**src/rtl/vps_pkg.sv**
```systemverilog
// Shared types, widths and register codes for the Verlet particle step block.
package vps_pkg;

  // Fixed-point format of every position and acceleration value
  localparam int FRAC_BITS = 16;
  localparam int VAL_W     = 32;
  localparam int DT_W      = 31;

  // Exact product of a signed value and the unsigned dt_squared
  localparam int PROD_W = VAL_W + DT_W;
  // Rounded product after the fraction bits are dropped
  localparam int RND_W  = PROD_W + 1 - FRAC_BITS;
  // 2*pos - prev
  localparam int DBL_W  = VAL_W + 2;
  // Full-precision new position before saturation
  localparam int SUM_W  = ((RND_W > DBL_W) ? RND_W : DBL_W) + 1;

  // Configuration register indexes
  localparam int CFG_IDX_W = 2;
  localparam logic [CFG_IDX_W-1:0] CFG_DT_SQUARED     = 2'd0;
  localparam logic [CFG_IDX_W-1:0] CFG_FLOOR_HEIGHT   = 2'd1;
  localparam logic [CFG_IDX_W-1:0] CFG_CEILING_HEIGHT = 2'd2;
  localparam logic [CFG_IDX_W-1:0] CFG_GRAVITY_Y      = 2'd3;

  // Register reset values
  localparam logic [DT_W-1:0]         DT_SQUARED_RST     = 31'd655;
  localparam logic signed [VAL_W-1:0] FLOOR_HEIGHT_RST   = 32'sd0;
  localparam logic signed [VAL_W-1:0] CEILING_HEIGHT_RST = 32'sd6553600;
  localparam logic signed [VAL_W-1:0] GRAVITY_Y_RST      = -32'sd6554;

  typedef logic signed [VAL_W-1:0] val_t;
  typedef logic signed [PROD_W-1:0] prod_t;
  typedef logic signed [RND_W-1:0] rnd_t;
  typedef logic signed [DBL_W-1:0] dbl_t;

  typedef struct packed {
    val_t pos_x;
    val_t pos_y;
    val_t pos_z;
    val_t prev_x;
    val_t prev_y;
    val_t prev_z;
    val_t acc_x;
    val_t acc_y;
    val_t acc_z;
  } in_t;

  typedef struct packed {
    val_t out_pos_x;
    val_t out_pos_y;
    val_t out_pos_z;
    val_t out_prev_x;
    val_t out_prev_y;
    val_t out_prev_z;
    val_t out_acc_x;
    val_t out_acc_y;
    val_t out_acc_z;
    logic respawned;
    logic saturated;
  } out_t;

  typedef struct packed {
    logic [DT_W-1:0] dt_squared;
    val_t            floor_height;
    val_t            ceiling_height;
    val_t            gravity_y;
  } cfg_t;

  typedef struct packed {
    prod_t x;
    prod_t y;
    prod_t z;
  } prod3_t;

  typedef struct packed {
    rnd_t x;
    rnd_t y;
    rnd_t z;
  } rnd3_t;

  typedef struct packed {
    dbl_t x;
    dbl_t y;
    dbl_t z;
  } dbl3_t;

endpackage

```
**src/rtl/vps_final_stage.sv**
```systemverilog
// Stage 3: sum, saturate, floor test and respawn select into the result register.
module vps_final_stage import vps_pkg::*; (
  input  logic  clk,
  input  logic  adv,
  input  in_t   item,
  input  rnd3_t rnd,
  input  dbl3_t dbl,
  input  cfg_t  cfg,
  output out_t  res_r
);

  logic signed [SUM_W-1:0] sum_x;
  logic signed [SUM_W-1:0] sum_y;
  logic signed [SUM_W-1:0] sum_z;
  val_t new_x;
  val_t new_y;
  val_t new_z;
  logic sat_x;
  logic sat_y;
  logic sat_z;
  logic respawn;
  out_t res_nxt;

  // Clip a full-precision sum to 32 bits
  function automatic val_t clip(input logic signed [SUM_W-1:0] s, output logic sat);
    logic hi;
    logic lo;
    hi = !s[SUM_W-1] && (|s[SUM_W-2:VAL_W-1]);
    lo = s[SUM_W-1] && !(&s[SUM_W-2:VAL_W-1]);
    sat = hi || lo;
    if (hi) begin
      return {1'b0, {(VAL_W-1){1'b1}}};
    end else if (lo) begin
      return {1'b1, {(VAL_W-1){1'b0}}};
    end else begin
      return s[VAL_W-1:0];
    end
  endfunction

  // Add the rounded acceleration term
  always_comb begin
    sum_x = {{(SUM_W-DBL_W){dbl.x[DBL_W-1]}}, dbl.x}
          + {{(SUM_W-RND_W){rnd.x[RND_W-1]}}, rnd.x};
    sum_y = {{(SUM_W-DBL_W){dbl.y[DBL_W-1]}}, dbl.y}
          + {{(SUM_W-RND_W){rnd.y[RND_W-1]}}, rnd.y};
    sum_z = {{(SUM_W-DBL_W){dbl.z[DBL_W-1]}}, dbl.z}
          + {{(SUM_W-RND_W){rnd.z[RND_W-1]}}, rnd.z};
    new_x = clip(sum_x, sat_x);
    new_y = clip(sum_y, sat_y);
    new_z = clip(sum_z, sat_z);
  end

  // Respawn at the ceiling once the new y reaches the floor
  always_comb begin
    respawn = (new_y <= cfg.floor_height);
    res_nxt.saturated = sat_x || sat_y || sat_z;
    res_nxt.respawned = respawn;
    if (respawn) begin
      res_nxt.out_pos_x  = item.pos_x;
      res_nxt.out_pos_y  = cfg.ceiling_height;
      res_nxt.out_pos_z  = item.pos_z;
      res_nxt.out_prev_x = item.prev_x;
      res_nxt.out_prev_y = cfg.ceiling_height;
      res_nxt.out_prev_z = item.prev_z;
      res_nxt.out_acc_x  = '0;
      res_nxt.out_acc_y  = cfg.gravity_y;
      res_nxt.out_acc_z  = '0;
    end else begin
      res_nxt.out_pos_x  = new_x;
      res_nxt.out_pos_y  = new_y;
      res_nxt.out_pos_z  = new_z;
      res_nxt.out_prev_x = item.pos_x;
      res_nxt.out_prev_y = item.pos_y;
      res_nxt.out_prev_z = item.pos_z;
      res_nxt.out_acc_x  = item.acc_x;
      res_nxt.out_acc_y  = item.acc_y;
      res_nxt.out_acc_z  = item.acc_z;
    end
  end

  always_ff @(posedge clk) begin
    if (adv) begin
      res_r <= res_nxt;
    end
  end

endmodule

```
**config.mk**
```make
export PLATFORM = sky130hd
export DESIGN_NAME = vps_final_stage
export DESIGN_NICKNAME = d
export VERILOG_FILES = /design/src/rtl/vps_pkg.sv /design/src/rtl/vps_final_stage.sv
export SDC_FILE = /design/constraint.sdc
export NUM_CORES = 1
export LEC_CHECK = 0
export ABC_CLOCK_PERIOD_IN_PS = 7700
export BUFFER_PORTS_ARGS = -buffer_cell sky130_fd_sc_hd__buf_2
export CORE_AREA = 2 2 371 373
export CTS_CLUSTER_DIAMETER = 60
export CTS_CLUSTER_SIZE = 14
export DETAILED_ROUTE_END_ITERATION = 8
export DIE_AREA = 0 0 373 375
export SETUP_SLACK_MARGIN = 0.3
export SYNTH_ARGS = -nofsm -noshare
export SYNTH_HDL_FRONTEND = slang
export SYNTH_SLANG_ARGS = --single-unit
export TNS_END_PERCENT = 10
```
**constraint.sdc**
```tcl
create_clock -name clk -period 7.7 [get_ports clk]
set_clock_uncertainty 0.2 [all_clocks]
set_input_delay 1.155 -clock clk [delete_from_list [all_inputs] [get_ports clk]]
set_output_delay 1.155 -clock clk [all_outputs]
set_load 0.02 [all_outputs]
```
==> results.yml <==
run_status:
  status: "finished, final reports clean"
cts:
  h-tree-depth: 2
  clockBufferDepth: 3
  root_buffer: "clkbuf_16"
  path_clk_slew_ns: 0.07
  holdBufCountCts: 0
  cts_buffers: 46
  cts_tree: "done"
  clock-sinks: 290
global_routing:
  grt_start_max_net_pins: 136
  grt_pass1_vias: 22696
  overflow: 0
  antenna_found_initial: 62
  grt_use_total_pct: 17.1
  grt_pass1_wl_um: 171000
routing:
  wirelength_um: 127000
  vias_per_cell: 4.43
  wl_per_cell_um: 23.8
  num_vias: 23582
  dr_wl_met3_um: 11800
  wl_met2_um: 58200
  antenna_left: 0
  drtIter0Drc: 1890
  highest_layer: "met5"
  firstDrtPassIters: 5
  drc: 0
  wl_met1_um: 52600
hold_path:
  whs_path_depth: 3
  hold_path_class: "in2reg"
synthesis:
  synthArstFlopShare_pct: 0
  synth_xor_area_share_pct: 4.77
  synth-edff-count: 290
  yosys_register_bits: 290
  yosysWarnings: 0
  yosys.area_share.simple_pct: 21.4
  synth_adder_area_share_pct: 10.2
  synth_mux_area_share_pct: 2.07
  synth_seq_area_share_pct: 39.2
  netlist_instances: 2505
  synthFlopType: "edfxtp_1"
  syn_nets: 3347
  synth_area_mm2: 0.0222
  ys_types: 95
  synth-compound-area-share_pct: 18.9
  avgSynthCellArea_um2: 8.88
  synth_top_family_by_area: "simple AND/OR/NAND/NOR gates"
power_and_ir_drop:
  power.share.combinational_pct: 42.5
  p_per_area_mw_per_mm2: 246
  clkPwrFrac_pct: 28.0
  swShare_pct: 41.0
  switchingPower_mw: 3.18
  internal_power_mw: 4.56
  seq_power_share_pct: 29.4
  leakage_nw: 14.1
  vdd_ir_drop_max_uv: 179
die:
  dieHeight_um: 375
  ioPinCount: 953
  rows: 136
  core_area_mm2: 0.136
  die_area_mm2: 0.140
  die_width_um: 373
  initial_core_util_pct: 16.3
timing:
  hold_viol_final: 0
  finalMaxSlewViolations: 0
  finalSetupViolations: 0
  worst_slew_pin_slew_ns: 1.01
  fin_ws_ns: 0.597
  layout_min_cycle_time_ns: 7.10
  fin_crit_sh_pct: 92.2
  fmax_ghz: 0.141
  final.setup.tns_ns: 0
  grt_setup_unrepaired: "no"
  slew_headroom_pct: 32.4
worst_setup_path:
  cp.depth: 33
  worstPathArrival_ns: 7.24
  crit_required_ns: 7.84
  cp_top_family: "compound AO/OA/AOI/OAI gates"
  start_kind: "primary input"
  cpMaxStageDelayCell: "or4_1"
  crit_fanout: 25
  path_class: "in2reg"
  crit_buf_inv: 9
  slowest_delay_ns: 0.56
  cp-end-kind: "flop"
place:
  dp_slack_ns: -0.359
  port_buffers: 889
  place_congestion: 0.960
  place.detailed.hpwl_um: 107000
cells_and_area:
  utilization_pct: 23.1
  layout.nets: 4320
  drive_gt1_share_pct: 35.0
  area_delta_synth_final_pct: 41.6
  largest_reg_flops: 290
  top_regs: "res_r (290)"
  regMostFlops: "res_r"
flow_run:
  cap_violations: 0
## power by group through the flow
stage	clock [mW]	sequential [mW]	combinational, mW
3_3_place_gp	0	2.31	3.26
2_1_floorplan	0	2.68	1.37
4_1_cts	2.24	2.28	3.29
6_report	2.17	2.28	3.29
3_5_place_dp	0	2.30	3.27
5_1_grt	2.28	2.31	3.53
## cell families (layout without fill, tap and decap cells)
family	count (synthesis)	in the layout
flops	290	290
xor+xnor	121	121
other cells	0	20
fa+ha+maj	179	179
buf+inv	177	1184
mux	33	33
simple gates	1060	1060
compound gates	645	645
## cells in the mapped netlist (13+ instances only)
cell | count | area, um^2
o211ai_1 | 15 | 113
and2_1 | 80 | 500
edfxtp_1 | 290 | 8710
a21o_1 | 71 | 533
nor4_1 | 17 | 106
nand4_1 | 39 | 244
o21ai_2 | 25 | 219
a21oi_1 | 178 | 891
o21ai_0 | 128 | 641
o21ai_1 | 46 | 230
nand3_1 | 43 | 215
nor3_1 | 33 | 165
nand2_1 | 602 | 2260
nand2b_1 | 13 | 81.3
clkbuf_1 | 71 | 267
inv_1 | 60 | 225
nor2_1 | 158 | 593
a211o_1 | 13 | 114
ha_1 | 176 | 2200
mux2_4 | 25 | 375
o21bai_1 | 13 | 97.6
xnor2_1 | 71 | 622
xor2_1 | 50 | 438
buf_2 | 28 | 140
o21a_1 | 25 | 188
a31oi_1 | 18 | 113
## cells in the final DEF (no fill, tap or decap), drive strengths merged, types with 15 or more instances in the layout
cell    Yosys  final
a21o       71     71
nand4      40     40
o21ai     199    199
buf        40   1041
a21oi     184    184
xnor2      71     71
nor4       19     19
mux2       29     29
o21a       27     27
diode       0     20
nor2      158    158
o211ai     15     15
ha        176    176
clkinv      0     17
inv        61     69
a31oi      20     20
xor2       50     50
nor3       35     35
nand3      43     43
nand2     604    604
edfxtp    290    290
clkbuf     76     50
and2       81     81
## path summary, 6_finish.rpt
check | from | end | slack (ns)
worst max-delay path | dbl[34] | res_r[101]$_DFFE_PP_ | 0.60
worst min-delay path | item[254] | res_r[160]$_DFFE_PP_ | 0.58
## area by class of cell
class / count / area (um^2)
fill: 14999 / 105000
tap: 1794 / 2240
inverter: 61 / 255
antenna: 20 / 50.0
clock inverter: 32 / 407
timing repair buffer: 1041 / 5830
multi-input combinational: 2038 / 12800
sequential: 290 / 8710
clock buffer: 50 / 1170
## what timing repair did
action | 4_1_cts | 5_1_grt
resized for setup | 0 | 21
endpoints found under the setup margin | 0 | 279
setup buffers | 0 | 5
## metal layers
metal / track usage (%) / up-vias
li1: - / 11033
met1: 21.6 / 11242
met3: 5.53 / 199
met2: 27.8 / 1062
met5: 0 / -
met4: 5.28 / 46
## stage by stage
stage               total power [mW]  hold WS, ns  cells  instance area, um^2
detailed placement              5.57         1.22   5219                29700
global route                    8.12        0.540   5318                31500
CTS                             7.81        0.500   5301                31300
finish                          7.74        0.580   5326                31500
floorplan                       4.05         1.07   2505                22200
global placement                5.57         1.22   5219                29700
(Power assumes the default switching activity.)
