===== config.mk =====
export PLATFORM = sky130hd
export DESIGN_NAME = vps_cfg_regs
export DESIGN_NICKNAME = d
export VERILOG_FILES = /design/src/rtl/vps_pkg.sv /design/src/rtl/vps_cfg_regs.sv
export SDC_FILE = /design/constraint.sdc
export NUM_CORES = 1
export LEC_CHECK = 0
export ABC_AREA = 1
export BUFFER_PORTS_ARGS = -buffer_cell sky130_fd_sc_hd__buf_2
export CORE_MARGIN = 10
export CORE_UTILIZATION = 54
export DETAILED_ROUTE_END_ITERATION = 8
export PLACE_DENSITY_LB_ADDON = 0.2
export RECOVER_POWER = 25
export SLEW_MARGIN = 20
export SYNTH_ARGS = -nofsm -noshare
export SYNTH_HDL_FRONTEND = slang
export SYNTH_SLANG_ARGS = --single-unit
export TNS_END_PERCENT = 30

===== constraint.sdc =====
create_clock -name clk -period 2.01 [get_ports clk]
set_input_delay 0.402 -clock clk [delete_from_list [all_inputs] [get_ports clk]]
set_output_delay 0.402 -clock clk [all_outputs]
set_load 0.005 [all_outputs]

===== src/rtl/vps_pkg.sv =====
// Shared types, widths and register codes for the Verlet particle step block.
package vps_pkg;

  // Fixed-point format of every position and acceleration value
  localparam int FRAC_BITS = 16;
  localparam int VAL_W     = 32;
  localparam int DT_W      = 31;

  // Exact product of a signed value and the unsigned dt_squared
  localparam int PROD_W = VAL_W + DT_W;
  // Rounded product after the fraction bits are dropped
  localparam int RND_W  = PROD_W + 1 - FRAC_BITS;
  // 2*pos - prev
  localparam int DBL_W  = VAL_W + 2;
  // Full-precision new position before saturation
  localparam int SUM_W  = ((RND_W > DBL_W) ? RND_W : DBL_W) + 1;

  // Configuration register indexes
  localparam int CFG_IDX_W = 2;
  localparam logic [CFG_IDX_W-1:0] CFG_DT_SQUARED     = 2'd0;
  localparam logic [CFG_IDX_W-1:0] CFG_FLOOR_HEIGHT   = 2'd1;
  localparam logic [CFG_IDX_W-1:0] CFG_CEILING_HEIGHT = 2'd2;
  localparam logic [CFG_IDX_W-1:0] CFG_GRAVITY_Y      = 2'd3;

  // Register reset values
  localparam logic [DT_W-1:0]         DT_SQUARED_RST     = 31'd655;
  localparam logic signed [VAL_W-1:0] FLOOR_HEIGHT_RST   = 32'sd0;
  localparam logic signed [VAL_W-1:0] CEILING_HEIGHT_RST = 32'sd6553600;
  localparam logic signed [VAL_W-1:0] GRAVITY_Y_RST      = -32'sd6554;

  typedef logic signed [VAL_W-1:0] val_t;
  typedef logic signed [PROD_W-1:0] prod_t;
  typedef logic signed [RND_W-1:0] rnd_t;
  typedef logic signed [DBL_W-1:0] dbl_t;

  typedef struct packed {
    val_t pos_x;
    val_t pos_y;
    val_t pos_z;
    val_t prev_x;
    val_t prev_y;
    val_t prev_z;
    val_t acc_x;
    val_t acc_y;
    val_t acc_z;
  } in_t;

  typedef struct packed {
    val_t out_pos_x;
    val_t out_pos_y;
    val_t out_pos_z;
    val_t out_prev_x;
    val_t out_prev_y;
    val_t out_prev_z;
    val_t out_acc_x;
    val_t out_acc_y;
    val_t out_acc_z;
    logic respawned;
    logic saturated;
  } out_t;

  typedef struct packed {
    logic [DT_W-1:0] dt_squared;
    val_t            floor_height;
    val_t            ceiling_height;
    val_t            gravity_y;
  } cfg_t;

  typedef struct packed {
    prod_t x;
    prod_t y;
    prod_t z;
  } prod3_t;

  typedef struct packed {
    rnd_t x;
    rnd_t y;
    rnd_t z;
  } rnd3_t;

  typedef struct packed {
    dbl_t x;
    dbl_t y;
    dbl_t z;
  } dbl3_t;

endpackage


===== src/rtl/vps_cfg_regs.sv =====
// Configuration registers: dt_squared, floor, ceiling and respawn gravity.
module vps_cfg_regs import vps_pkg::*; (
  input  logic                 clk,
  input  logic                 rst_n,
  input  logic                 cfg_we,
  input  logic [CFG_IDX_W-1:0] cfg_idx,
  input  logic [VAL_W-1:0]     cfg_wdata,
  output cfg_t                 cfg
);

  cfg_t cfg_r;
  cfg_t cfg_nxt;

  // Decode the write
  always_comb begin
    cfg_nxt = cfg_r;
    if (cfg_we) begin
      case (cfg_idx)
        CFG_DT_SQUARED:     cfg_nxt.dt_squared     = cfg_wdata[DT_W-1:0];
        CFG_FLOOR_HEIGHT:   cfg_nxt.floor_height   = cfg_wdata;
        CFG_CEILING_HEIGHT: cfg_nxt.ceiling_height = cfg_wdata;
        CFG_GRAVITY_Y:      cfg_nxt.gravity_y      = cfg_wdata;
        default:            cfg_nxt = cfg_r;
      endcase
    end
  end

  always_ff @(posedge clk) begin
    if (!rst_n) begin
      cfg_r.dt_squared     <= DT_SQUARED_RST;
      cfg_r.floor_height   <= FLOOR_HEIGHT_RST;
      cfg_r.ceiling_height <= CEILING_HEIGHT_RST;
      cfg_r.gravity_y      <= GRAVITY_Y_RST;
    end else begin
      cfg_r <= cfg_nxt;
    end
  end

  assign cfg = cfg_r;

endmodule


==> run metrics, run 1 <==
post-synthesis sequential area ratio ~50%; Hold Fails Final Rpt 0; Reg2Reg Setup Slack 1.32 ns; Pins Over Slew Limit 0; clk buf depth 2; CTS-repair resized insts 0; reg-to-reg startpoint cfg[8]; total track usage between 20% and 30%; max-cap violations 0; outcome finished, final reports clean; HPWL Detailed ~10 mm; leakage around 3.7 nW; Reg area between 2000 and 3000 sq um; Min Hold Slack 0.139 ns; Worst Hold Class input pin to register; Critical Path RT between 2 and 2.5 ns; Max FO, Critical Path 26; startpoint types input pin; synth unique cells 15; Switch Pwr 1.53 mW; top cells by area, synth dfxtp_1 (50%), nand2_1 (16%), nor2_1 (12%), inv_1 (6.9%), nand3_1 (6.6%); top cell type's share of synthesized area between 50% and 60%; P&R area growth vs syn 29.6%; postcts setup bufs 0; final wirelength approximately 15 mm; Worst Setup EP cfg[45]; Fin Clk Skew 0 ns; Row Count 35; vias about 4900; global route overflow 0; switch share a little under a quarter; Clock Power Share approximately half; Die Height 117 um; fillcell total between 800 and 900; Clk Latency, worst-skew pair ~0.51 ns; Die ar. between 10000 and 15000 sq um; crit path capture type register; Final Worst Setup Slack around 0.56 ns; Remaining DRCs 0; num ports approximately 160; antenna violations before repair 0; setup TNS 0 ns; final setup fails 0; layout cells sized above 1 a little under a quarter; first-pass GRT wire length 23.2 mm; worst setup path start cfg_idx[1]; Comb power frac under 10%; NumNets Final between 900 and 1000; PortBufs around 160; final instance area 6550 sq um; CTS Hold Bufs 0; max frequency 689 MHz; vias in the first global route ~4800; largest net degree at the start of global routing roughly 130; # H-tree levels 4; Final period util 72.3%; CTS sink count 127; number of synthesized register bits between 100 and 150; total CTS buffers 17; Tightest Pin Transition 1.14 ns; Worst EP arrival about 1.8 ns; Hold Crit Depth 3; mapped cell area around 5000 sq um; CTS tree yes; normalized max-slew margin a little under a quarter; Synth warnings 0; pwr/cell area 1030 nW/um^2; internal power about 5.2 mW; total power 6.75 mW; Placement Setup Slack ~0.56 ns; DRT iter0 DRCs 457; Mapped Nets approximately 790; clk root buf clkbuf_8; max reg flops around 130; Chip Width about 120 um; critical path type input pin to register; syn_area_per_cell 6.76 sq um; cell accounting for the most synthesized area dfxtp_1; core area approximately 9200 sq um; placed cell areas between 5000 and 6000 sq um; multi-input logic area about 1900 sq um; Via density roughly 4.9; antenna violation net count after detailed routing 0; router iterations before antenna repair 5; Syn Inst Count between 700 and 800; VDD IR max roughly 600 uV; RR Endpoint cfg[8]; reg2reg path depth 4; fin crit period roughly 1.5 ns; CTS clk-pin slew, worst paths roughly 0.060 ns; RSZ-0062 raised after global routing no; Initial Util 55.0%; RePlAce Congestion slightly below 0.8; drt wl/cell ~14 um; diode count 0; Reg power frac 40.4%
[cell type report]
cell class	instances	area share (%)
sequential	127	38.8
multi-input combinational	479	29.6
timing repair buffer	172	13.9
clock buffer	20	6.80
inverter	96	5.50
clock inverter	11	3.23
tap	111	2.12
[worst min-delay path by stage]
| stage | startpoint | end | slack [ns] |
|---|---|---|---|
| finish | cfg_wdata[6] | cfg[6] | 0.14 |
| CTS | cfg_wdata[6] | cfg[6] | 0.12 |
| detailed placement | cfg[105] | cfg[105] | 0.45 |
| floorplan | cfg[103] | cfg[103] | 0.45 |
| global route | cfg_wdata[31] | cfg[31] | 0.13 |
| global placement | cfg[53] | cfg[53] | 0.45 |
[through the flow]
stage / std cells / util [%]
floorplan: 748 / -
global placement: 985 / 64.3
detailed placement: 985 / 64.3
CTS: 1016 / 71.4
global route: 1016 / 71.2
finish: 1016 / 71.2
[kinds of logic (layout without fill, tap and decap cells)]
kind of cell	count (synthesis)	after routing	synth area share (%)
flops	127	127	50.3
buf+inv	142	299	11.6
compound gates	25	25	2.47
simple gates	454	454	35.7
[power by group through the flow]
stage / Combinational (mW) / Sequential, mW / Clock [mW]
6_report: 0.630 / 2.72 / 3.39
5_1_grt: 0.719 / 2.74 / 3.56
4_1_cts: 0.642 / 2.72 / 3.42
3_5_place_dp: 0.633 / 2.77 / 0
3_3_place_gp: 0.612 / 2.77 / 0
2_1_floorplan: 0.336 / 2.78 / 0
[worst max-delay path, cell delays in order]
cell	delay [ns]
clkbuf_1	0.20
nand3_2	0.13
clkbuf_1	0.85
nand2_1	0.10
nand2_1	0.11
nor2_1	0.05
[synth_stat cells, drive strengths merged]
library cell and n:
nand2 221, nor2 162, dfxtp 127, inv 96
nand3 68, buf 37, a21oi 25, clkbuf 9
nand4 3
[metal layers]
layer | up-vias | GRT usage (%) | wire length [um] | share of wire (%)
li1 | 2521 | - | - | -
met1 | 2234 | 24.8 | 5850 | 40
met2 | 156 | 35.3 | 7210 | 49
met3 | 18 | 6.99 | 1230 | 8.5
met4 | 0 | 10.1 | 287 | 2.0
met5 | - | 0 | 0 | 0
[cells in the final DEF (no fill, tap or decap)]
cell type	n
nand2_1	221
nor2_1	161
buf_2	161
dfxtp_1	127
inv_1	93
nand3_1	66
a21oi_1	25
clkbuf_16	16
bufinv_16	6
buf_4	4
nand4_1	3
clkbuf_8	3
clkinv_2	3
clkbuf_1	3
buf_12	3
inv_2	2
nand3_2	2
clkbuf_2	2
nor2_4	1
clkinv_1	1
clkinvlp_4	1
clkinv_4	1
Note: power is estimated with default switching activity, not from simulation.
==> run 2, diff against run 1 <==
CORE_UTILIZATION = 50   (was 54)
clock period = 1.5 ns   (was 2.01 ns; I/O delays follow)
==> run metrics, run 2 (synthesis gave the netlist of run 1 again) <==
Die Height 121 um (was 117 um); slowest stage delay, CP 0.37 ns (was 0.85 ns); max reg flops 127 (unchanged); Tightest Pin Transition 0.792 ns (was 1.14 ns); PortBufs 163 (unchanged); Final period util just under 90%; antenna violations before repair 0 (unchanged); most common cell after layout, fill and taps aside nand2_1 (unchanged); Fin Clk Skew 0 ns (unchanged); critical path type register to output port (was input pin to register); Hold Crit Depth 3 (unchanged); fillcell total 902 (was 801); Chip Width 121 um (was 117 um); DRT iter0 DRCs 447 (was 457); Worst EP arrival 1.01 ns (was 1.84 ns); diode count 0 (unchanged); crit path max-delay cell type dfxtp_1 (was clkbuf_1); VDD IR max 612 uV (was 598 uV); # H-tree levels 4 (unchanged); core area 9820 sq um (was 9200 sq um); top cell family by delay on the critical path flip-flops (was buffers and inverters); clk buf depth 2 (unchanged); Clk Latency, worst-skew pair 0.51 ns (about the same); pwr/cell area 1290 nW/um^2 (was 1030 nW/um^2); leakage 3.68 nW (was 3.70 nW); clk root buf clkbuf_8 (unchanged); fin crit period 1.31 ns; CTS Hold Bufs 0 (unchanged); crit path cell chain buf_2 (was clkbuf_1, nand3_2, clkbuf_1, nand2_1, nand2_1, nor2_1); Row Count 36 (was 35); Die ar. 14500 sq um (was 13600 sq um); Reg power frac 43.5% (was 40.4%); RSZ-0062 raised after global routing no (unchanged); Crit path buffers/inverters 1 (was 2); Initial Util 51.5% (was 55.0%); total track usage 19.7% (was 21.5%); drt wl/cell 13.7 um (was 14.4 um); P&R area growth vs syn 28.6% (was 29.6%); CTS tree yes (unchanged); utilization after layout 66.2% (was 71.2%); normalized max-slew margin 47.2% (was 23.9%); CTS-repair resized insts 0 (unchanged); Remaining DRCs 0 (unchanged); layout cells sized above 1 22.5% (was 22.7%); Via density 4.76 (was 4.85); total CTS buffers 17 (unchanged); final setup fails 0 (unchanged); switch share 23.5% (was 22.7%); Pins Over Slew Limit 0 (unchanged); Switch Pwr 1.98 mW (was 1.53 mW); Worst Hold Class input pin to register (unchanged); internal power 6.42 mW (was 5.21 mW); Max FO, Critical Path 2 (was 26); Hold Fails Final Rpt 0 (unchanged); RePlAce Congestion 0.837 (was 0.777); global route overflow 0 (unchanged); Critical Path RT 1.20 ns (was 2.40 ns); first-pass GRT wire length 23.5 mm (was 23.2 mm); CTS sink count 127 (unchanged); vias in the first global route 4777 (was 4782); reg2reg path depth 4 (unchanged); largest net degree at the start of global routing 65 (was 128); antenna violation net count after detailed routing 0 (unchanged); final wirelength 14.3 mm (was 14.6 mm); Comb power frac 10.1% (was 9.3%); max-cap violations 0 (unchanged); outcome finished, final reports clean (unchanged); postcts setup bufs 0 (unchanged); WP depth 1 (was 6); router iterations before antenna repair 4 (was 5); vias 4962 (was 4929); crit path capture type output port (was register); most frequent cells in the layout nand2_1 (221), nor2_1 (162), buf_2 (161) (was nand2_1 (221), nor2_1 (161), buf_2 (161)); HPWL Detailed 10.2 mm (was 9.93 mm); CTS clk-pin slew, worst paths 0.05 ns (was 0.06 ns); NumNets Final 934 (was 930); max frequency roughly 760 MHz; num ports 164 (unchanged); Clock Power Share 46.4% (was 50.3%); startpoint types register (was input pin); setup TNS 0 ns (unchanged)
-- run 2: metal layers --
metal | part of all wire, % | up-vias | GRT usage [%]
met4 | 1.4 | 0 | 7.77
li1 | - | 2528 | -
met2 | 47 | 193 | 32.6
met1 | 42 | 2223 | 22.6
met3 | 9.4 | 18 | 7.63
met5 | 0 | - | 0
-- run 2: final timing paths --
| check | startpoint | endpoint | slack, ns |
|---|---|---|---|
| hold / removal | cfg_wdata[31] | cfg[31] | 0.05 |
| setup reg to reg | cfg[11] | cfg[11] | 0.82 |
| setup / recovery | cfg[11] | cfg[11] | 0.19 |
| hold reg to reg | cfg[97] | cfg[97] | 0.46 |
-- run 2: power groups by stage --
stage               Clock, mW  Sequential, mW  Combinational (mW)
CTS                      3.99            3.65               0.875
detailed placement          0            3.72               0.870
global route             4.14            3.67               0.977
global placement            0            3.71               0.841
floorplan                   0            3.73               0.451
finish                   3.90            3.65               0.845
-- run 2: worst reg2reg max path: cells and delay by family (launching register included) --
kind                   cells  cell delay [ns]
flip-flops                 1             0.37
AND/OR/NAND/NOR            3             0.20
buffers and inverters      1             0.05
-- run 2: stage by stage --
step,cells,setup WS [ns],hold WS [ns],instance area [sq um],power [mW]
floorplan,748,0.344,0.413,5060,4.18
global placement,1011,0.269,0.450,6000,4.55
detailed placement,1011,0.221,0.450,6000,4.59
CTS,1043,0.159,0.0125,6570,8.51
global route,1043,0.0984,0.0326,6500,8.79
finish,1043,0.185,0.0453,6500,8.39
-- run 2: area by class of cell --
type / count / area, sq um / area share (%)
clock buffer: 26 / 488 / 7.50
clock inverter: 6 / 80.1 / 1.23
inverter: 96 / 360 / 5.54
multi-input combinational: 479 / 1930 / 29.7
sequential: 127 / 2540 / 39.1
tap: 133 / 166 / 2.56
timing repair buffer: 176 / 935 / 14.4
