**src/rtl/vps_pkg.sv**
```systemverilog
// Shared types, widths and register codes for the Verlet particle step block.
package vps_pkg;

  // Fixed-point format of every position and acceleration value
  localparam int FRAC_BITS = 16;
  localparam int VAL_W     = 32;
  localparam int DT_W      = 31;

  // Exact product of a signed value and the unsigned dt_squared
  localparam int PROD_W = VAL_W + DT_W;
  // Rounded product after the fraction bits are dropped
  localparam int RND_W  = PROD_W + 1 - FRAC_BITS;
  // 2*pos - prev
  localparam int DBL_W  = VAL_W + 2;
  // Full-precision new position before saturation
  localparam int SUM_W  = ((RND_W > DBL_W) ? RND_W : DBL_W) + 1;

  // Configuration register indexes
  localparam int CFG_IDX_W = 2;
  localparam logic [CFG_IDX_W-1:0] CFG_DT_SQUARED     = 2'd0;
  localparam logic [CFG_IDX_W-1:0] CFG_FLOOR_HEIGHT   = 2'd1;
  localparam logic [CFG_IDX_W-1:0] CFG_CEILING_HEIGHT = 2'd2;
  localparam logic [CFG_IDX_W-1:0] CFG_GRAVITY_Y      = 2'd3;

  // Register reset values
  localparam logic [DT_W-1:0]         DT_SQUARED_RST     = 31'd655;
  localparam logic signed [VAL_W-1:0] FLOOR_HEIGHT_RST   = 32'sd0;
  localparam logic signed [VAL_W-1:0] CEILING_HEIGHT_RST = 32'sd6553600;
  localparam logic signed [VAL_W-1:0] GRAVITY_Y_RST      = -32'sd6554;

  typedef logic signed [VAL_W-1:0] val_t;
  typedef logic signed [PROD_W-1:0] prod_t;
  typedef logic signed [RND_W-1:0] rnd_t;
  typedef logic signed [DBL_W-1:0] dbl_t;

  typedef struct packed {
    val_t pos_x;
    val_t pos_y;
    val_t pos_z;
    val_t prev_x;
    val_t prev_y;
    val_t prev_z;
    val_t acc_x;
    val_t acc_y;
    val_t acc_z;
  } in_t;

  typedef struct packed {
    val_t out_pos_x;
    val_t out_pos_y;
    val_t out_pos_z;
    val_t out_prev_x;
    val_t out_prev_y;
    val_t out_prev_z;
    val_t out_acc_x;
    val_t out_acc_y;
    val_t out_acc_z;
    logic respawned;
    logic saturated;
  } out_t;

  typedef struct packed {
    logic [DT_W-1:0] dt_squared;
    val_t            floor_height;
    val_t            ceiling_height;
    val_t            gravity_y;
  } cfg_t;

  typedef struct packed {
    prod_t x;
    prod_t y;
    prod_t z;
  } prod3_t;

  typedef struct packed {
    rnd_t x;
    rnd_t y;
    rnd_t z;
  } rnd3_t;

  typedef struct packed {
    dbl_t x;
    dbl_t y;
    dbl_t z;
  } dbl3_t;

endpackage

```
**src/rtl/vps_round_stage.sv**
```systemverilog
// Stage 2: round the products to nearest and form 2*pos - prev per axis.
module vps_round_stage import vps_pkg::*; (
  input  logic   clk,
  input  logic   adv,
  input  in_t    item,
  input  prod3_t prod,
  output in_t    item_r,
  output rnd3_t  rnd_r,
  output dbl3_t  dbl_r
);

  localparam logic signed [PROD_W:0] HALF = (PROD_W+1)'(1) << (FRAC_BITS - 1);

  logic signed [PROD_W:0] bias_x;
  logic signed [PROD_W:0] bias_y;
  logic signed [PROD_W:0] bias_z;
  rnd3_t rnd_nxt;
  dbl3_t dbl_nxt;

  // Add half an LSB, then floor-shift by taking the upper bits
  always_comb begin
    bias_x = {prod.x[PROD_W-1], prod.x} + HALF;
    bias_y = {prod.y[PROD_W-1], prod.y} + HALF;
    bias_z = {prod.z[PROD_W-1], prod.z} + HALF;
    rnd_nxt.x = bias_x[PROD_W:FRAC_BITS];
    rnd_nxt.y = bias_y[PROD_W:FRAC_BITS];
    rnd_nxt.z = bias_z[PROD_W:FRAC_BITS];
  end

  // Double the position and subtract the previous one
  always_comb begin
    dbl_nxt.x = {item.pos_x[VAL_W-1], item.pos_x, 1'b0}
              - {{2{item.prev_x[VAL_W-1]}}, item.prev_x};
    dbl_nxt.y = {item.pos_y[VAL_W-1], item.pos_y, 1'b0}
              - {{2{item.prev_y[VAL_W-1]}}, item.prev_y};
    dbl_nxt.z = {item.pos_z[VAL_W-1], item.pos_z, 1'b0}
              - {{2{item.prev_z[VAL_W-1]}}, item.prev_z};
  end

  always_ff @(posedge clk) begin
    if (adv) begin
      item_r <= item;
      rnd_r  <= rnd_nxt;
      dbl_r  <= dbl_nxt;
    end
  end

endmodule

```
**config.mk**
```make
export PLATFORM = sky130hd
export DESIGN_NAME = vps_round_stage
export DESIGN_NICKNAME = d
export VERILOG_FILES = /design/src/rtl/vps_pkg.sv /design/src/rtl/vps_round_stage.sv
export SDC_FILE = /design/constraint.sdc
export NUM_CORES = 1
export LEC_CHECK = 0
export BUFFER_PORTS_ARGS = -buffer_cell sky130_fd_sc_hd__buf_2
export CAP_MARGIN = 20
export CORE_AREA = 2 2 393 395
export DETAILED_ROUTE_END_ITERATION = 10
export DIE_AREA = 0 0 395 397
export HOLD_SLACK_MARGIN = 0.08
export SLEW_MARGIN = 20
export SYNTH_ARGS = -nofsm -noshare
export SYNTH_HDL_FRONTEND = slang
export SYNTH_SLANG_ARGS = --single-unit
```
**constraint.sdc**
```tcl
create_clock -name clk -period 2.51 [get_ports clk]
set_input_delay 0.251 -clock clk [delete_from_list [all_inputs] [get_ports clk]]
set_output_delay 0.251 -clock clk [all_outputs]
set_load 0.005 [all_outputs]
```
==> flow_summary.json, run 1 <==
{
  "status": "complete, no violations",
  "p_per_area_nw_per_um2": 624,
  "whs_path_depth": 3,
  "end_kind": "flop",
  "dr.first_iter.drc_count": 1102,
  "worstPathRequired_ns": 2.90,
  "syn-cell-area_um2": 23800,
  "p_int_mw": 18.8,
  "synth_top_area_share_pct": 67.0,
  "ys_async_sr_fraction_pct": 0,
  "cp_common_cell": "buf_4",
  "clk_path_buf_depth": 3,
  "initial_core_util_pct": 15.5,
  "avgSynthCellArea_um2": 14.0,
  "yosys.cell_types.count": 69,
  "routed_wl_um": 106000,
  "max_stage_delay_ns": 0.57,
  "final_max_slew_viol_count": 0,
  "tritoncts": "done",
  "finalWorstSetupSlack_ns": 0.00875,
  "seq_power_share_pct": 43.4,
  "grt_antenna_before_repair": 12,
  "yosys-top-cells-area": "edfxtp_1 (67%), xnor2_1 (5.5%), ha_1 (5.2%)",
  "ioPinCount": 1013,
  "final_common_cell": "buf_2",
  "route.met3.wl_um": 7760,
  "cp_cell_sequence": "dlygate4sd3_1, buf_4, nand4_1, nor3_2, nand4_1, nor2_1, buf_4, nand2_2, buf_4, o41a_1, dlygate4sd3_1",
  "setup_violations": 0,
  "min_to": "rnd_r[5]$_DFFE_PP_",
  "path_delay_family": "buffers and inverters",
  "syn_inst": 1700,
  "synth_compound_area_share_pct": 7.83,
  "via_per_inst": 3.77,
  "synth_top_family_by_area": "simple AND/OR/NAND/NOR gates",
  "cts_made_buffers": 60,
  "slew_headroom_pct": 57.8,
  "drive_above_1_share_pct": 40.8,
  "placed_cells": 4989,
  "critPathKind": "in2reg",
  "drv_cap": 0,
  "synth_xor_area_share_pct": 8.18,
  "vdd_drop_max_uv": 490,
  "clkTransAtPathRegs_ns": 0.06,
  "layout_common_cells": "buf_2 (961), edfxtp_1 (531), dlygate4sd3_1 (479), buf_4 (294), xnor2_1 (150)",
  "grt_max_degree": 89,
  "fp.dieW_um": 395,
  "share_comb_of_total_power_pct": 19.7,
  "synth-seq-cells": 531,
  "holdCritStartpoint": "prod[20]",
  "clock-sinks": 531,
  "cp_data_arrival_time_ns": 2.89,
  "yosys_warnings": 0,
  "critPathSlowestCell": "dlygate4sd3_1",
  "grt_pass1_wl_um": 146000,
  "synthToLayoutAreaGrowth_pct": 71.4,
  "synth_nets": 2281,
  "switching_share_pct": 25.9,
  "postRouteAntennaNets": 0,
  "hold_viol": 0,
  "place_congestion": 0.894,
  "synthSimpleGateAreaFrac_pct": 9.11,
  "tightest_slew_ns": 0.632,
  "synth_flop_cell": "edfxtp_1",
  "stdcell_count": 5590,
  "crit_fanout": 4,
  "fillers": 15700,
  "routed-wl-met2_um": 50500,
  "synth_seq_area_share_pct": 67.0,
  "routed.top_layer": "met5",
  "row_count": 144,
  "synth_top_area_cell": "edfxtp_1",
  "dr.pass1.iters": 5,
  "vias": 21100,
  "whs_ns": 0.158,
  "overflow": 0,
  "cts-root-buf": "clkbuf_16",
  "fp.dieH_um": 397,
  "hpwlAfterDp_um": 84300,
  "h-tree-depth": 2,
  "fmax_mhz": 400,
  "drcViolationCount": 0,
  "grt_use_total_pct": 12.7,
  "switching_power_mw": 6.59,
  "crit_buf_inv": 5,
  "tns_ns": 0,
  "p_leak_nw": 17.3,
  "fp.dieArea_um2": 157000,
  "avgRoutedWirePerCell_um": 18.9,
  "synth-edff-count": 531,
  "hp-class": "in2reg",
  "synth_mux_area_share_pct": 0,
  "fin_crit_sh_pct": 99.7,
  "start_kind": "input pin",
  "dp_slack_ns": -0.789,
  "fin_crit_ns": 2.50,
  "io_buffers": 967,
  "grt_pass1_vias": 21600,
  "finalNetCount": 4074,
  "drt-met1-wl_um": 44200,
  "clkPwrFrac_pct": 36.9,
  "synth_adder_area_share_pct": 5.46,
  "core_area_um2": 153000
}
## synthesized netlist by cell type (4+ instances only)
cell type  count
a211oi_1       7
a21o_1        47
a21oi_1       90
a31oi_1       10
and2_1         6
and3_1        43
and4_1         9
clkbuf_1      16
edfxtp_1     531
ha_1          99
inv_1        122
nand2_1      121
nand2b_1      13
nand3_1       59
nand4_1       34
nor2_1        81
nor2b_1        8
nor3_1        18
o211ai_1       7
o21a_1        18
o21ai_0       40
o21bai_1      12
o31ai_1        4
or2_2          5
xnor2_1      150
xor2_1        72
## power groups by stage
| stage | clock, mW | combinational [mW] | sequential, mW |
|---|---|---|---|
| global placement | 0 | 4.33 | 11.2 |
| CTS | 9.62 | 4.99 | 11.0 |
| finish | 9.37 | 5.01 | 11.0 |
| global route | 9.93 | 5.39 | 11.1 |
| detailed placement | 0 | 4.35 | 11.2 |
| floorplan | 0 | 1.31 | 11.3 |
## worst max-delay path by stage
stage	from	to	slack [ns]	cells past startpoint
floorplan	item[173]	dbl_r[98]$_DFFE_PP_	-0.07	12
global placement	item[97]	dbl_r[26]$_DFFE_PP_	-0.78	11
detailed placement	item[97]	dbl_r[26]$_DFFE_PP_	-0.79	11
CTS	prod[34]	rnd_r[28]$_DFFE_PP_	0.005	12
global route	prod[34]	rnd_r[28]$_DFFE_PP_	-0.04	12
finish	prod[84]	rnd_r[95]$_DFFE_PP_	0.009	11
## metrics by stage
step | total power, mW | utilization (%) | cell area, µm²
global route | 26.4 | 26.6 | 40800
floorplan | 12.6 | - | 23900
finish | 25.4 | 26.7 | 40800
CTS | 25.7 | 26.5 | 40500
global placement | 15.5 | 22.0 | 33600
detailed placement | 15.6 | 22.0 | 33600
## logic make-up after synthesis
group	Yosys count
compound gates	279
xor+xnor	222
simple gates	423
flops	531
fa+ha+maj	102
buf+inv	143
## sequential cells by signal, summed over array words and instances (netlist names)
register,cells
rnd_r,144
item_r,288
dbl_r,99
## what timing repair did
action | 4_1_cts | 5_1_grt
hold endpoints to repair | 461 | 0
buffers inserted | 0 | 8
cloned | 0 | 1
gates resized for setup | 2 | 44
pin swaps | 1 | 24
endpoints found under the setup margin | 6 | 38
hold buffers | 479 | 0
## final cells by class
cell class	instances	area [µm²]	area share (%)
tap	2044	2560	6.27
inverter	122	458	1.12
antenna	5	12.5	0.0307
timing repair buffer	1752	12100	29.8
clock buffer	71	1590	3.89
clock inverter	39	492	1.21
sequential	531	15900	39.1
multi-input combinational	1026	7570	18.6
## layer usage
metal	up-vias	GRT usage [%]
met1	10200	15.8
met2	852	21.4
met3	130	3.25
met5	-	0
met4	4	3.97
li1	9908	-
## tightest hold or removal path, delay by kind of cell
family | cells | cell delay (ns)
xor+xnor | 1 | 0.14
buf+inv | 1 | 0.12
simple gates | 1 | 0.06
No activity file was read; power rests on OpenSTA's default activity.
==> run 2: changes to the inputs <==
--- a/config.mk
+++ b/config.mk
@@ -5,7 +5,7 @@
 export SDC_FILE = /design/constraint.sdc
 export NUM_CORES = 1
 export LEC_CHECK = 0
-export BUFFER_PORTS_ARGS = -buffer_cell sky130_fd_sc_hd__buf_2
+export BUFFER_PORTS_ARGS = -buffer_cell sky130_fd_sc_hd__buf_4
 export CAP_MARGIN = 20
 export CORE_AREA = 2 2 393 395
 export DETAILED_ROUTE_END_ITERATION = 10
==> run 2 against run 1 <==
The flow now finishes with violations (setup timing). Combinational power grew 11%. Final area is 5.0% higher. Wire length grew 2.9%. Fmax fell by 0.49%. Sequential share of layout area fell by 1.9 points. Global-route usage up 0.54 points. Die area is the same. Sequential power is essentially flat.
==> flow_summary.json, run 2 (synthesized netlist as in run 1, its figures left out) <==
{
  "status": "finished with violations",
  "violations": "setup timing",
  "largest-register": "item_r",
  "tightest_slew_ns": 0.575,
  "p_per_area_nw_per_um2": 604,
  "largestRegisters": "item_r (288), rnd_r (144), dbl_r (99)",
  "stdcell_count": 5547,
  "cts-root-buf": "clkbuf_16",
  "utilization_pct": 28.0,
  "slew_headroom_pct": 61.7,
  "hold_viol": 0,
  "grt_antenna_before_repair": 13,
  "grt_max_degree": 67,
  "dr.first_iter.drc_count": 1135,
  "critPathKind": "in2reg",
  "largest_register_ffs": 288,
  "finalWorstSetupSlack_ns": -0.00348,
  "overflow": 0,
  "multi_input_area_um2": 7650,
  "crit_fanout": 5,
  "fin_crit_ns": 2.51,
  "fp.dieArea_um2": 157000,
  "fmax_mhz": 398,
  "ioPinCount": 1013,
  "final_max_slew_viol_count": 0,
  "drive_above_1_share_pct": 39.8,
  "total_power_mw": 25.9,
  "fin_crit_sh_pct": 100,
  "setup_violations": 1,
  "dp_slack_ns": -0.635,
  "initial_core_util_pct": 15.5,
  "hpwlAfterDp_um": 86500,
  "worstPathRequired_ns": 2.89,
  "clkTransAtPathRegs_ns": 0.06,
  "via_per_inst": 3.74,
  "core_area_um2": 153000,
  "start_kind": "input pin",
  "p_leak_nw": 17.9,
  "hp-class": "in2reg",
  "placed_cells": 4930,
  "cts_made_buffers": 66,
  "io_buffers": 967,
  "stdcell_area_um2": 42800,
  "layout_common_cells": "buf_4 (1196), edfxtp_1 (531), dlygate4sd3_1 (492), xnor2_1 (150), inv_1 (120)",
  "routed_wl_um": 109000,
  "vias": 20700,
  "placed_area_um2": 35600,
  "grt_use_total_pct": 13.2,
  "endpoint": "rnd_r[83]$_DFFE_PP_",
  "drv_cap": 0,
  "critical_path.startpoint": "prod[89]",
  "grt_pass1_vias": 21500,
  "fp.dieW_um": 395,
  "end_kind": "flop",
  "clk_path_buf_depth": 3,
  "place_congestion": 0.853,
  "clock-sinks": 531,
  "drcViolationCount": 0,
  "grt_pass1_wl_um": 150000,
  "finalNetCount": 4030,
  "cp_data_arrival_time_ns": 2.89,
  "final-seq-area_um2": 15900,
  "postRouteAntennaNets": 0,
  "tritoncts": "done",
  "vdd_drop_max_uv": 523,
  "fp.dieH_um": 397,
  "row_count": 144,
  "fillers": 15500,
  "h-tree-depth": 3,
  "avgRoutedWirePerCell_um": 19.6,
  "dr.pass1.iters": 5,
  "final_common_cell": "buf_4",
  "synthToLayoutAreaGrowth_pct": 80.1
}
-- run 2: changes by cell type in the layout (fill, tap and decap cells not counted), moves of 3 or more --
cell	before	now
dlygate4sd3_1	479	492
bufinv_16	11	3
inv_6	1	5
nor2_1	76	79
buf_2	961	0
nor2_2	8	4
clkinv_2	8	14
buf_12	15	11
buf_4	294	1196
clkbuf_16	62	67
-- run 2: where the power goes --
part           total, mW  switching (mW)  leakage, nW  internal (mW)
combinational       5.56            2.57         11.7           3.00
clock               9.20            3.97         1.00           5.23
sequential          11.1           0.314         5.20           10.8
total               25.9            6.85         17.9           19.0
-- run 2: per-layer routing --
metal  track usage, %  vias to the layer above  part of all wire [%]
li1                 -                     9815                     -
met1             16.4                    10000                    42
met2             22.0                      774                    48
met3             4.12                      133                   7.8
met4             3.96                        6                   2.2
met5                0                        -                 0.031
-- run 2: worst min path at each step --
stage          startpoint                   end  slack [ns]  cells after the start
2_1_floorplan     item[0]   item_r[0]$_DFFE_PP_        0.35                      0
3_3_place_gp     item[58]  item_r[58]$_DFFE_PP_        0.43                      1
3_5_place_dp     item[58]  item_r[58]$_DFFE_PP_        0.43                      1
4_1_cts          prod[20]    rnd_r[5]$_DFFE_PP_        0.08                      3
5_1_grt          prod[20]    rnd_r[5]$_DFFE_PP_        0.11                      3
6_report         prod[20]    rnd_r[5]$_DFFE_PP_        0.16                      3
-- run 2: critical path: stages --
cell           delay (ns)
dlygate4sd3_1        0.57
buf_6                0.13
and4_4               0.23
and3_4               0.19
and2_4               0.15
nand4_1              0.12
nor2_1               0.12
buf_4                0.16
nand2_2              0.07
buf_4                0.16
nor2_1               0.11
xor2_1               0.08
dlygate4sd3_1        0.56
-- run 2: stage by stage --
step           hold slack, ns  setup TNS (ns)
3_5_place_dp            0.430          -18.15
2_1_floorplan           0.350         -0.0718
5_1_grt                 0.108         -0.0141
3_3_place_gp            0.429          -15.64
4_1_cts                0.0801               0
6_report                0.161        -0.00348
-- run 2: final cells by class --
| type | instances | area share, % |
|---|---|---|
| sequential | 531 | 37.2 |
| antenna | 4 | 0.0234 |
| inverter | 122 | 1.07 |
| clock buffer | 77 | 4.00 |
| tap | 2044 | 5.97 |
| timing repair buffer | 1702 | 33.1 |
| multi-input combinational | 1026 | 17.9 |
| clock inverter | 41 | 0.754 |
-- run 2: what timing repair did --
| action | CTS | global route |
|---|---|---|
| hold endpoints to repair | 469 | 0 |
| resized for setup | 0 | 52 |
| hold buffers | 492 | 0 |
| buffers inserted | 0 | 3 |
| endpoints found under the setup margin | 0 | 39 |
